`src/design/first_seen_tracking_table_defines.svh`:
```
// ----------------------------------------------------------------------------
// First-seen tracking table assertion macros
// Shared concurrent assertion helpers, empty when SYNTHESIS is defined.
// ----------------------------------------------------------------------------
`ifndef FIRST_SEEN_TRACKING_TABLE_DEFINES_SVH
`define FIRST_SEEN_TRACKING_TABLE_DEFINES_SVH

`ifndef SYNTHESIS
`define FST_ASSERT_SAME(label, clk, rst, ante, cons) \
   label: assert property (@(posedge clk) disable iff (rst) (ante) |-> (cons)) \
      else $error("fst assertion failed");
`define FST_ASSERT_NEXT(label, clk, rst, ante, cons) \
   label: assert property (@(posedge clk) disable iff (rst) (ante) |=> (cons)) \
      else $error("fst assertion failed");
`else
`define FST_ASSERT_SAME(label, clk, rst, ante, cons)
`define FST_ASSERT_NEXT(label, clk, rst, ante, cons)
`endif

`endif

```
`src/design/fst_ram.sv`:
```
// ----------------------------------------------------------------------------
// Generic single-clock RAM
// One write port, one read port, registered read data.
// ----------------------------------------------------------------------------
`timescale 1ns / 1ps

module fst_ram #(
   parameter int WIDTH = 8,
   parameter int DEPTH = 32,
   parameter int AW    = (DEPTH > 1) ? $clog2(DEPTH) : 1
) (
   input  logic             clock,
   input  logic             wr_en,
   input  logic [AW-1:0]    wr_addr,
   input  logic [WIDTH-1:0] wr_data,
   input  logic [AW-1:0]    rd_addr,
   output logic [WIDTH-1:0] rd_data
);

   logic [WIDTH-1:0] mem_ff [DEPTH];
   logic [WIDTH-1:0] rd_data_ff;

   always_ff @(posedge clock) begin
      if (wr_en) begin
         mem_ff[wr_addr] <= wr_data;
      end
      rd_data_ff <= mem_ff[rd_addr];
   end

   assign rd_data = rd_data_ff;

endmodule

```
`config.mk`:
```
export PLATFORM = sky130hd
export DESIGN_NAME = fst_ram
export DESIGN_NICKNAME = d
export VERILOG_FILES = /design/src/design/first_seen_tracking_table_defines.svh /design/src/design/fst_ram.sv
export SDC_FILE = /design/constraint.sdc
export NUM_CORES = 1
export LEC_CHECK = 0
export ABC_AREA = 1
export BUFFER_PORTS_ARGS = -buffer_cell sky130_fd_sc_hd__buf_2
export CORE_ASPECT_RATIO = 0.8
export CORE_UTILIZATION = 56
export CTS_CLUSTER_DIAMETER = 100
export DETAILED_ROUTE_END_ITERATION = 10
export GPL_TIMING_DRIVEN = 0
export PLACE_DENSITY = 0.76
export SYNTH_ARGS = -nofsm -noshare
export SYNTH_HDL_FRONTEND = slang
export SYNTH_SLANG_ARGS = --single-unit
```
`constraint.sdc`:
```
create_clock -name clock -period 1.4 [get_ports clock]
set_input_delay 0.28 -clock clock [delete_from_list [all_inputs] [get_ports clock]]
set_output_delay 0.28 -clock clock [all_outputs]
set_load 0.02 [all_outputs]
```
-- Yosys cells after proc, flatten, opt, wreduce, memory -nomap -nowiden
Memory sizes are Yosys's and may differ from the RTL's. A register that Yosys moved wholly into a read port is not among the register bits.
Index checks and enable logic that the tools add are counted.
- multiplexer cells: 2
- operators by type and width (operator ; number):
    1-bit 2-to-1 mux ; 2
- output and inout bits: 8
- register bits after elaboration: 0
- word-level logic and storage cells: 3
- RAM bits: 256
- bits of input ports: 20
- memories: 1
- memories (memory ; words ; bits a word ; read ports ; clocked after memory_dff ; wr ports ; RTL line ; source):
    mem_ff ; 32 ; 8 ; 1 ; 1 ; 1 ; fst_ram.sv:20 ; logic [WIDTH-1:0] mem_ff [DEPTH];

-- Depth between registers and ports, before layout
Gate-level depths: netlist of run 1.
- word-level depth: 2
- depth in mapped cells: 11
- mapped depth without buffers: 9

-- Worst setup path after synthesis of run 1
No wires, ideal clock.
- path type: input port to flip-flop
- from: input port wr_addr[0]
- to: memory mem_ff[0][0] (enable)
- arrival time: 0.944 ns
- stages on the path: 3
- required time: 1.030 ns
- slack: 0.086 ns
- setup time: 0.370 ns
- path buffers: 0
- path through: inv_1 > nand3_1 > nor2_1
- RTL lines (what ; RTL line ; source):
    from (decl) ; fst_ram.sv:14 ; input logic [AW-1:0] wr_addr,
    to (decl) ; fst_ram.sv:20 ;
No word-level cell before the write port.

-- Final worst setup path of run 1
- from: input port wr_addr[0]
- to: memory mem_ff[2][3] (enable)
No word-level cell before the write port.

==> impl_metrics.tcl, run 1 <==
set metrics [dict create \
    drive_gt1_share_pct 13.31 \
    cp-endpoint "mem_ff[2][3]$_DFFE_PP_" \
    grt.total_usage_pct 27.87 \
    viasPerCell 5.802 \
    synthXorXnorAreaFrac_pct 0 \
    multi_input_area_mm2 0.002557 \
    final_core_util_pct 63.92 \
    area_growth_syn_to_layout_pct 12.11 \
    finalHoldViolCount 0 \
    drt_iter0_drc 927 \
    setup_violations 84 \
    peakVddDrop_mv 1.077 \
    clockBufferDepth 3 \
    crit_chain "buf_2 > inv_1 > nand3_1 > nor2_2" \
    cap_violations 0 \
    grt_max_degree 33 \
    rows 45 \
    yosysTopAreaCell "edfxtp_1" \
    synth_nets 942 \
    final_nets 993 \
    pin_count 28 \
    netlist_area_mm2 0.01079 \
    insertion_delay_ns 0.53 \
    hold_path_depth 3 \
    p_leak_uw 0.004498 \
    cp_num_cells 4 \
    diodes 0 \
    synth_fa_ha_area_share_pct 0 \
    cts_made_buffers 25 \
    synth_top_cell_area_share_pct 71.27 \
    cts-hold-fix-buffers 0 \
    synthMuxAreaShare_pct 0 \
    final_antenna_net_count 0 \
    place_inst 1204 \
    globalplace.congestion 0.9157 \
    r2r-start "mem_ff[28][1]$_DFFE_PP_" \
    synth_cell_types 12 \
    fp.dieW_um 157.2 \
    crit_path_end_kind "flop" \
    fin_ws_ns -0.09558 \
    cp_slowest_cell "nor2_2" \
    synthTopCellsByArea "edfxtp_1 (71%), nand2_1 (13%), nand3_1 (9.5%), buf_6 (2.5%), dfxtp_1 (1.5%)" \
    wirelength_mm 26.81 \
    critPathLaunchType "input pin" \
    r2r_slack_ns 0.15 \
    grt_antenna_before_repair 0 \
    tritoncts "built" \
    violations "negative setup slack" \
    yosys_warnings 0 \
    grt_pass1_wl_mm 39.47 \
    period_minus_slack_ns 1.496 \
    cts_setup_buffers 0 \
    grt.overflow.total 0 \
    p_per_area_mw_per_mm2 1378 \
    postSynthCellCount 922 \
    root_buffer "clkbuf_16" \
    die_h_um 126.1 \
    r2r_cells 8 \
    drc 0 \
    synth_compound_area_share_pct 0 \
    die_area_mm2 0.01982 \
    crit_start "wr_addr[0]" \
    htreeDepth 1 \
    rsz0062_at_grt "true" \
    firstDrtPassIters 6 \
    arrival_ns 1.65 \
    post-route-period-util_pct 106.8 \
    relSlewSlack_pct 46.77 \
    reg2reg_to "rd_data[1]$_DFF_P_" \
    fin_cells 1250 \
    status "complete, but fails checks" \
    synth_top_family_by_area "simple AND/OR/NAND/NOR gates" \
    clock-sinks 264 \
    worst_ep_required_time_ns 1.56 \
    coreArea_mm2 0.01892 \
    yosys.area_share.simple_pct 23.11 \
    holdCritPathClass "input pin to flop" \
    fmax_mhz 668.6 \
    critPathBufInv 2 \
    dp_hpwl_mm 16.96 \
    path_delay_family "simple AND/OR/NAND/NOR gates" \
    path_class "input pin to flop" \
    initial_utilization_pct 57.02 \
    cpPeakStageDelay_ns 0.70 \
    clkTransAtPathRegs_ns 0.06 \
    grt_pass1_vias 6597 \
    maxSlewViolCount 0 \
    hold_slack_ns 0.2189 \
    placement.io_buffers 24 \
    synth_seq_area_share_pct 72.75 \
    crit_fanout 8 \
    seq_area_mm2 0.007848 \
    wire_per_inst_um 21.45 \
    skew_ns 0.01910 \
    tightest_slew_ns 0.7984 \
    vias 7252 \
    fillCellCount 1446 \
    synth-seq-cells 264 \
    avgSynthCellArea_um2 11.70 \
]
-- stage by stage --
stage | TNS, ns | setup WS, ns | cell area (µm²) | power, µW
2_1_floorplan | 0 | 0.08597 | 10790 | 9645
3_3_place_gp | -125.38 | -0.6036 | 11230 | 10110
3_5_place_dp | -130.04 | -0.6318 | 11230 | 10130
4_1_cts | -1.422 | -0.06503 | 12040 | 16650
5_1_grt | -11.42 | -0.1516 | 12090 | 17070
6_report | -3.019 | -0.09558 | 12090 | 16660
-- cell usage in the layout, fill, tap and decap left out, drive strengths merged --
cell type    n
dfxtp        8
clkbuf      38
edfxtp     256
bufinv       3
nand2      360
nand3      204
nor2        32
buf         69
clkinv      11
inv         11
-- kinds of logic after synthesis --
kind of cell	Yosys count
DFF	264
buffers and inverters	62
and+or+nand+nor	596
-- metal layers --
layer,track usage [%],vias up,routed length (µm),share of wire (%)
met5,0,-,0,0
met4,9.423,0,876,3.3
met3,6.710,75,3516,13
met2,40.06,455,11390,42
met1,41.83,3417,11030,41
li1,-,3305,-,-
-- timing repair --
action | CTS | global route
setup endpoints to repair | 75 | 199
hold endpoints to repair | 0 | 0
resized for setup | 9 | 23
-- synthesized netlist by cell type --
library cell	n
buf_6	24
buf_4	4
nand2_1	360
edfxtp_1	256
dfxtp_1	8
clkbuf_1	7
nor2_1	32
inv_2	2
buf_2	15
inv_1	8
nand3_1	204
buf_1	2
-- sequential cells by signal, indices dropped and copies added (netlist names) --
name     count
mem_ff     256
rd_data      8
-- where the power goes --
group	internal, µW	switching (µW)	total (µW)
Combinational	327	872	1200
Sequential	8780	25.3	8810
Clock	3830	2820	6660
Total	12900	3720	16700
-- how the worst min path moves through the flow --
| stage | start | to |
|---|---|---|
| CTS | rd_addr[4] | rd_data[4]$_DFF_P_ |
| global placement | rd_data[7]$_DFF_P_ | rd_data[7] |
| detailed placement | rd_data[0]$_DFF_P_ | rd_data[0] |
| finish | rd_addr[4] | rd_data[4]$_DFF_P_ |
| global route | rd_addr[4] | rd_data[4]$_DFF_P_ |
| floorplan | wr_data[0] | mem_ff[0][0]$_DFFE_PP_ |
-- tightest hold or removal path: stages --
cell and delay (ns):
clkbuf_1 0.21, nand2_1 0.12, nand2_1 0.07
-- cell type report --
class / count / area share [%]
sequential: 264 / 64.89
multi-input combinational: 596 / 21.15
clock buffer: 31 / 5.360
buffer: 52 / 3.425
tap: 258 / 2.669
clock inverter: 15 / 1.200
timing repair buffer: 24 / 0.9933
inverter: 10 / 0.3104
Power figures use the tool's default switching activity.
==> run 2, diff against run 1 <==
--- a/config.mk
+++ b/config.mk
@@ -12,7 +12,8 @@
 export CTS_CLUSTER_DIAMETER = 100
 export DETAILED_ROUTE_END_ITERATION = 10
 export GPL_TIMING_DRIVEN = 0
-export PLACE_DENSITY = 0.76
+export MAX_ROUTING_LAYER = met4
+export PLACE_DENSITY = 0.79
 export SYNTH_ARGS = -nofsm -noshare
 export SYNTH_HDL_FRONTEND = slang
 export SYNTH_SLANG_ARGS = --single-unit
==> constraint.sdc (replaced) <==
create_clock -name clock -period 1.3 [get_ports clock]
set_input_delay 0.26 -clock clock [delete_from_list [all_inputs] [get_ports clock]]
set_output_delay 0.26 -clock clock [all_outputs]
set_load 0.02 [all_outputs]
==> impl_metrics.tcl, run 2 (same netlist as run 1, synthesis figures left out) <==
set metrics [dict create \
    viasPerCell 5.846 \
    cap_violations 0 \
    top_register "mem_ff" \
    relSlewSlack_pct 42.69 \
    grt_antenna_before_repair 0 \
    finalHoldViolCount 0 \
    grt.overflow.total 0 \
    post-route-period-util_pct 114.1 \
    diodes 0 \
    r2r_slack_ns 0.09 \
    crit_path_end_kind "flop" \
    largest_register_ffs 256 \
    hold_slack_ns 0.1741 \
    rows 45 \
    die_area_mm2 0.01982 \
    path_class "input pin to flop" \
    clock-sinks 264 \
    worst_ep_required_time_ns 1.45 \
    r2r-start "mem_ff[19][2]$_DFFE_PP_" \
    tritoncts "built" \
    worstHoldStart "rd_addr[4]" \
    area_growth_syn_to_layout_pct 13.08 \
    pin_count 28 \
    vias 7302 \
    wirelength_mm 27.29 \
    p_leak_uw 0.004543 \
    insertion_delay_ns 0.53 \
    period_minus_slack_ns 1.484 \
    globalplace.congestion 0.9185 \
    rsz0062_at_grt "true" \
    p_per_area_mw_per_mm2 1511 \
    grt_max_degree 33 \
    final_antenna_net_count 0 \
    arrival_ns 1.63 \
    peakVddDrop_mv 1.047 \
    final_nets 993 \
    holdCritPathClass "input pin to flop" \
    crit_fanout 8 \
    die_h_um 126.1 \
    skew_ns 0.01673 \
    violations "negative setup slack" \
    dp_hpwl_mm 17.27 \
    hold_path_depth 3 \
    holdPathEnd "rd_data[5]$_DFF_P_" \
    fillCellCount 1427 \
    clockBufferDepth 3 \
    drc 0 \
    r2r_cells 8 \
    most-common-layout-cells "nand2_1 (358), edfxtp_1 (256), nand3_1 (199)" \
    fmax_mhz 674.0 \
    firstDrtPassIters 5 \
    pre_cts_ws_ns -0.7591 \
    initial_utilization_pct 57.02 \
    coreArea_mm2 0.01892 \
    reg2reg_to "rd_data[2]$_DFF_P_" \
    drive_gt1_share_pct 14.23 \
    wire_per_inst_um 21.85 \
    clkTransAtPathRegs_ns 0.06 \
    cts_setup_buffers 0 \
    grt_pass1_wl_mm 40.62 \
    cts_made_buffers 25 \
    status "complete, but fails checks" \
    fp.dieW_um 157.2 \
    drt_iter0_drc 918 \
    grt.total_usage_pct 29.38 \
    htreeDepth 1 \
    maxSlewViolCount 0 \
    critPathLaunchType "input pin" \
    root_buffer "clkbuf_16" \
    total_power_uw 18430 \
    grt_pass1_vias 6805 \
    mostFrequentLayoutCell "nand2_1" \
    setup_violations 184 \
    tightest_slew_ns 0.8565 \
    placement.io_buffers 24 \
    fin_ws_ns -0.1836 \
]
==> run 2: worst max path at each step <==
stage / cells past startpoint / from / slack (ns) / endpoint
final: 4 / wr_addr[0] / -0.18 / mem_ff[18][6]$_DFFE_PP_
after detailed placement: 4 / wr_addr[0] / -0.76 / mem_ff[2][1]$_DFFE_PP_
after global routing: 4 / wr_addr[1] / -0.18 / mem_ff[8][3]$_DFFE_PP_
after CTS: 4 / wr_addr[0] / -0.15 / mem_ff[10][5]$_DFFE_PP_
after floorplan: 3 / wr_addr[0] / 0.006 / mem_ff[0][0]$_DFFE_PP_
after global placement: 4 / wr_addr[0] / -0.72 / mem_ff[2][4]$_DFFE_PP_
==> run 2: cell type report <==
class	count	area [µm²]	share of cell area [%]
well taps	258	322.8	2.646
multi-input cells	596	2592	21.25
clock buffers	28	636.9	5.221
inverters	10	37.54	0.3077
clock inverters	17	214.0	1.754
repair buffers	24	120.1	0.9847
plain buffers	52	426.7	3.498
flip-flops and latches	264	7848	64.34
==> run 2: layer usage <==
metal / share of wire, % / wire length, µm / vias to the layer above / GRT usage [%]
li1: - / - / 3308 / -
met1: 40 / 11050 / 3461 / 41.76
met2: 44 / 11880 / 462 / 41.28
met3: 13 / 3622 / 71 / 7.915
met4: 2.7 / 746 / 0 / 9.423
met5: 0 / 0 / - / -
==> run 2: repair_timing <==
action                     in CTS  in global routing
pin swaps                       0                  1
setup endpoints to repair     163                224
gates resized for setup        22                 23
hold buffers                    0                  0
==> run 2: through the flow <==
step | std cells | setup TNS, ns | instance area, µm² | util (%)
finish | 1249 | -15.97 | 12200 | 64.48
global route | 1249 | -24.06 | 12200 | 64.48
CTS | 1249 | -7.113 | 12130 | 64.13
detailed placement | 1204 | -156.76 | 11230 | 59.36
global placement | 1204 | -145.75 | 11230 | 59.36
floorplan | 922 | 0 | 10790 | -
==> run 2: where the power goes <==
part	internal [µW]	switching, µW
logic	360	953
clock network	4520	3120
registers	9460	27.7
==> run 2: critical path: stages <==
cell and delay [ns]:
buf_2 0.12, inv_1 0.06, nand3_1 0.37, nor2_1 0.82
==> run 3, diff against run 2 <==
--- a/config.mk
+++ b/config.mk
@@ -13,7 +13,7 @@
 export DETAILED_ROUTE_END_ITERATION = 10
 export GPL_TIMING_DRIVEN = 0
 export MAX_ROUTING_LAYER = met4
-export PLACE_DENSITY = 0.79
+export PLACE_DENSITY_LB_ADDON = 0.3
 export SYNTH_ARGS = -nofsm -noshare
 export SYNTH_HDL_FRONTEND = slang
 export SYNTH_SLANG_ARGS = --single-unit
==> impl_metrics.tcl, run 3 (same netlist as run 1, synthesis figures left out) <==
set metrics [dict create \
    setup_violations 120 \
    firstDrtPassIters 5 \
    placed_cell_area_mm2 0.01123 \
    htreeDepth 1 \
    finalHoldViolCount 0 \
    maxSlewViolCount 0 \
    path_class "input pin to flop" \
    rows 45 \
    place_inst 1204 \
    final_antenna_net_count 0 \
    arrival_ns 1.58 \
    most-common-layout-cells "nand2_1 (360), edfxtp_1 (256), nand3_1 (202)" \
    crit_path_end_kind "flop" \
    die_h_um 126.1 \
    crit_fanout 8 \
    violations "negative setup slack" \
    gr-usage-met2_pct 41.57 \
    drive_gt1_share_pct 14.04 \
    grt_util_met3_pct 6.022 \
    p_per_area_mw_per_mm2 1530 \
    cts-hold-fix-buffers 0 \
    grt_antenna_before_repair 0 \
    skew_ns 0.01364 \
    drt_iter0_drc 1015 \
    final_area_mm2 0.01224 \
    holdCritPathClass "input pin to flop" \
    peakVddDrop_mv 1.139 \
    drc 0 \
    pin_count 28 \
    cts_setup_buffers 0 \
    top_register "mem_ff" \
    globalplace.congestion 0.9323 \
    largest_register_ffs 256 \
    dp_hpwl_mm 17.50 \
    worst_ep_required_time_ns 1.46 \
    fmax_mhz 702.4 \
    fin_cells 1248 \
    diodes 0 \
    wire_per_inst_um 21.78 \
    clock-sinks 264 \
    coreArea_mm2 0.01892 \
    final_nets 993 \
    cap_violations 0 \
    grt_pass1_vias 6623 \
    clkTransAtPathRegs_ns 0.06 \
    viasPerCell 5.728 \
    status "complete, but fails checks" \
    insertion_delay_ns 0.53 \
    critPathLaunchType "input pin" \
    wirelength_mm 27.18 \
    gr-usage-met1_pct 43.35 \
    post-route-period-util_pct 109.5 \
    grt_max_degree 33 \
    fin_ws_ns -0.1237 \
    cts_made_buffers 25 \
    tightest_slew_ns 0.7803 \
    root_buffer "clkbuf_16" \
    grt_pass1_wl_mm 40.19 \
    fp.dieW_um 157.2 \
    die_area_mm2 0.01982 \
    clockBufferDepth 3 \
    grt.overflow.total 0 \
    grt.total_usage_pct 29.28 \
    area_growth_syn_to_layout_pct 13.47 \
    mostFrequentLayoutCell "nand2_1" \
    rsz0062_at_grt "true" \
    placement.io_buffers 24 \
    gr-max-usage-layer "met1" \
    tritoncts "built" \
    initial_utilization_pct 57.02 \
    relSlewSlack_pct 47.79 \
    period_minus_slack_ns 1.424 \
    vias 7149 \
    p_leak_uw 0.004564 \
]
run 3: changes by cell type in the layout (fill, tap and decap cells not counted), sizes merged:
cell      change
clkbuf        -1
buf           +1
clkinvlp      -1
inv           -1
clkinv        -1
bufinv        +2
run 3: final timing paths:
| kind | from | to | slack (ns) | cells after the start |
|---|---|---|---|---|
| max | wr_addr[1] | mem_ff[9][5]$_DFFE_PP_ | -0.12 | 4 |
| min | rd_addr[4] | rd_data[4]$_DFF_P_ | 0.17 | 3 |
| max reg2reg | mem_ff[28][1]$_DFFE_PP_ | rd_data[1]$_DFF_P_ | 0.07 | 8 |
| min reg2reg | mem_ff[6][6]$_DFFE_PP_ | rd_data[6]$_DFF_P_ | 0.84 | 8 |
run 3: per-layer routing:
layer,vias to the layer above,share of wire (%)
met5,-,0
met4,0,2.7
met3,69,11
met2,420,43
met1,3352,43
li1,3308,-
run 3: critical path, stage by stage:
cell	delay, ns
buf_2	0.12
inv_1	0.06
nand3_1	0.37
nor2_1	0.76
run 3: metrics by stage:
stage          worst slack, ns  TNS, ns  utilization (%)  power, µW  hold slack, ns
5_1_grt                -0.1712   -16.82            64.70      19150          0.1968
6_report               -0.1237   -6.874            64.70      18730          0.1690
3_3_place_gp           -0.7625  -147.26            59.36      10890          0.6752
3_5_place_dp           -0.7510  -154.87            59.36      10920          0.6760
2_1_floorplan         0.005967        0                -      10390          0.3589
4_1_cts                -0.1996   -9.644            64.29      18700          0.1630
run 3: final cells by class:
cell class	count	area (µm²)
multi-input combinational	596	2600
fill	1468	6679
buffer	52	422.9
inverter	10	37.54
sequential	264	7848
tap	258	322.8
timing repair buffer	24	120.1
clock buffer	28	636.9
clock inverter	16	251.5
run 3: what timing repair did:
action,in CTS,in global routing
endpoints found under the hold margin,0,0
cloned,0,0
gates resized for setup,19,26
endpoints found under the setup margin,189,216
run 3: where the power goes:
group          total [µW]  leakage (µW)  switching (µW)  internal, µW
sequential           9490       0.00237            27.8          9460
clock                7950      0.000439            3050          4900
combinational        1300       0.00175             942           356
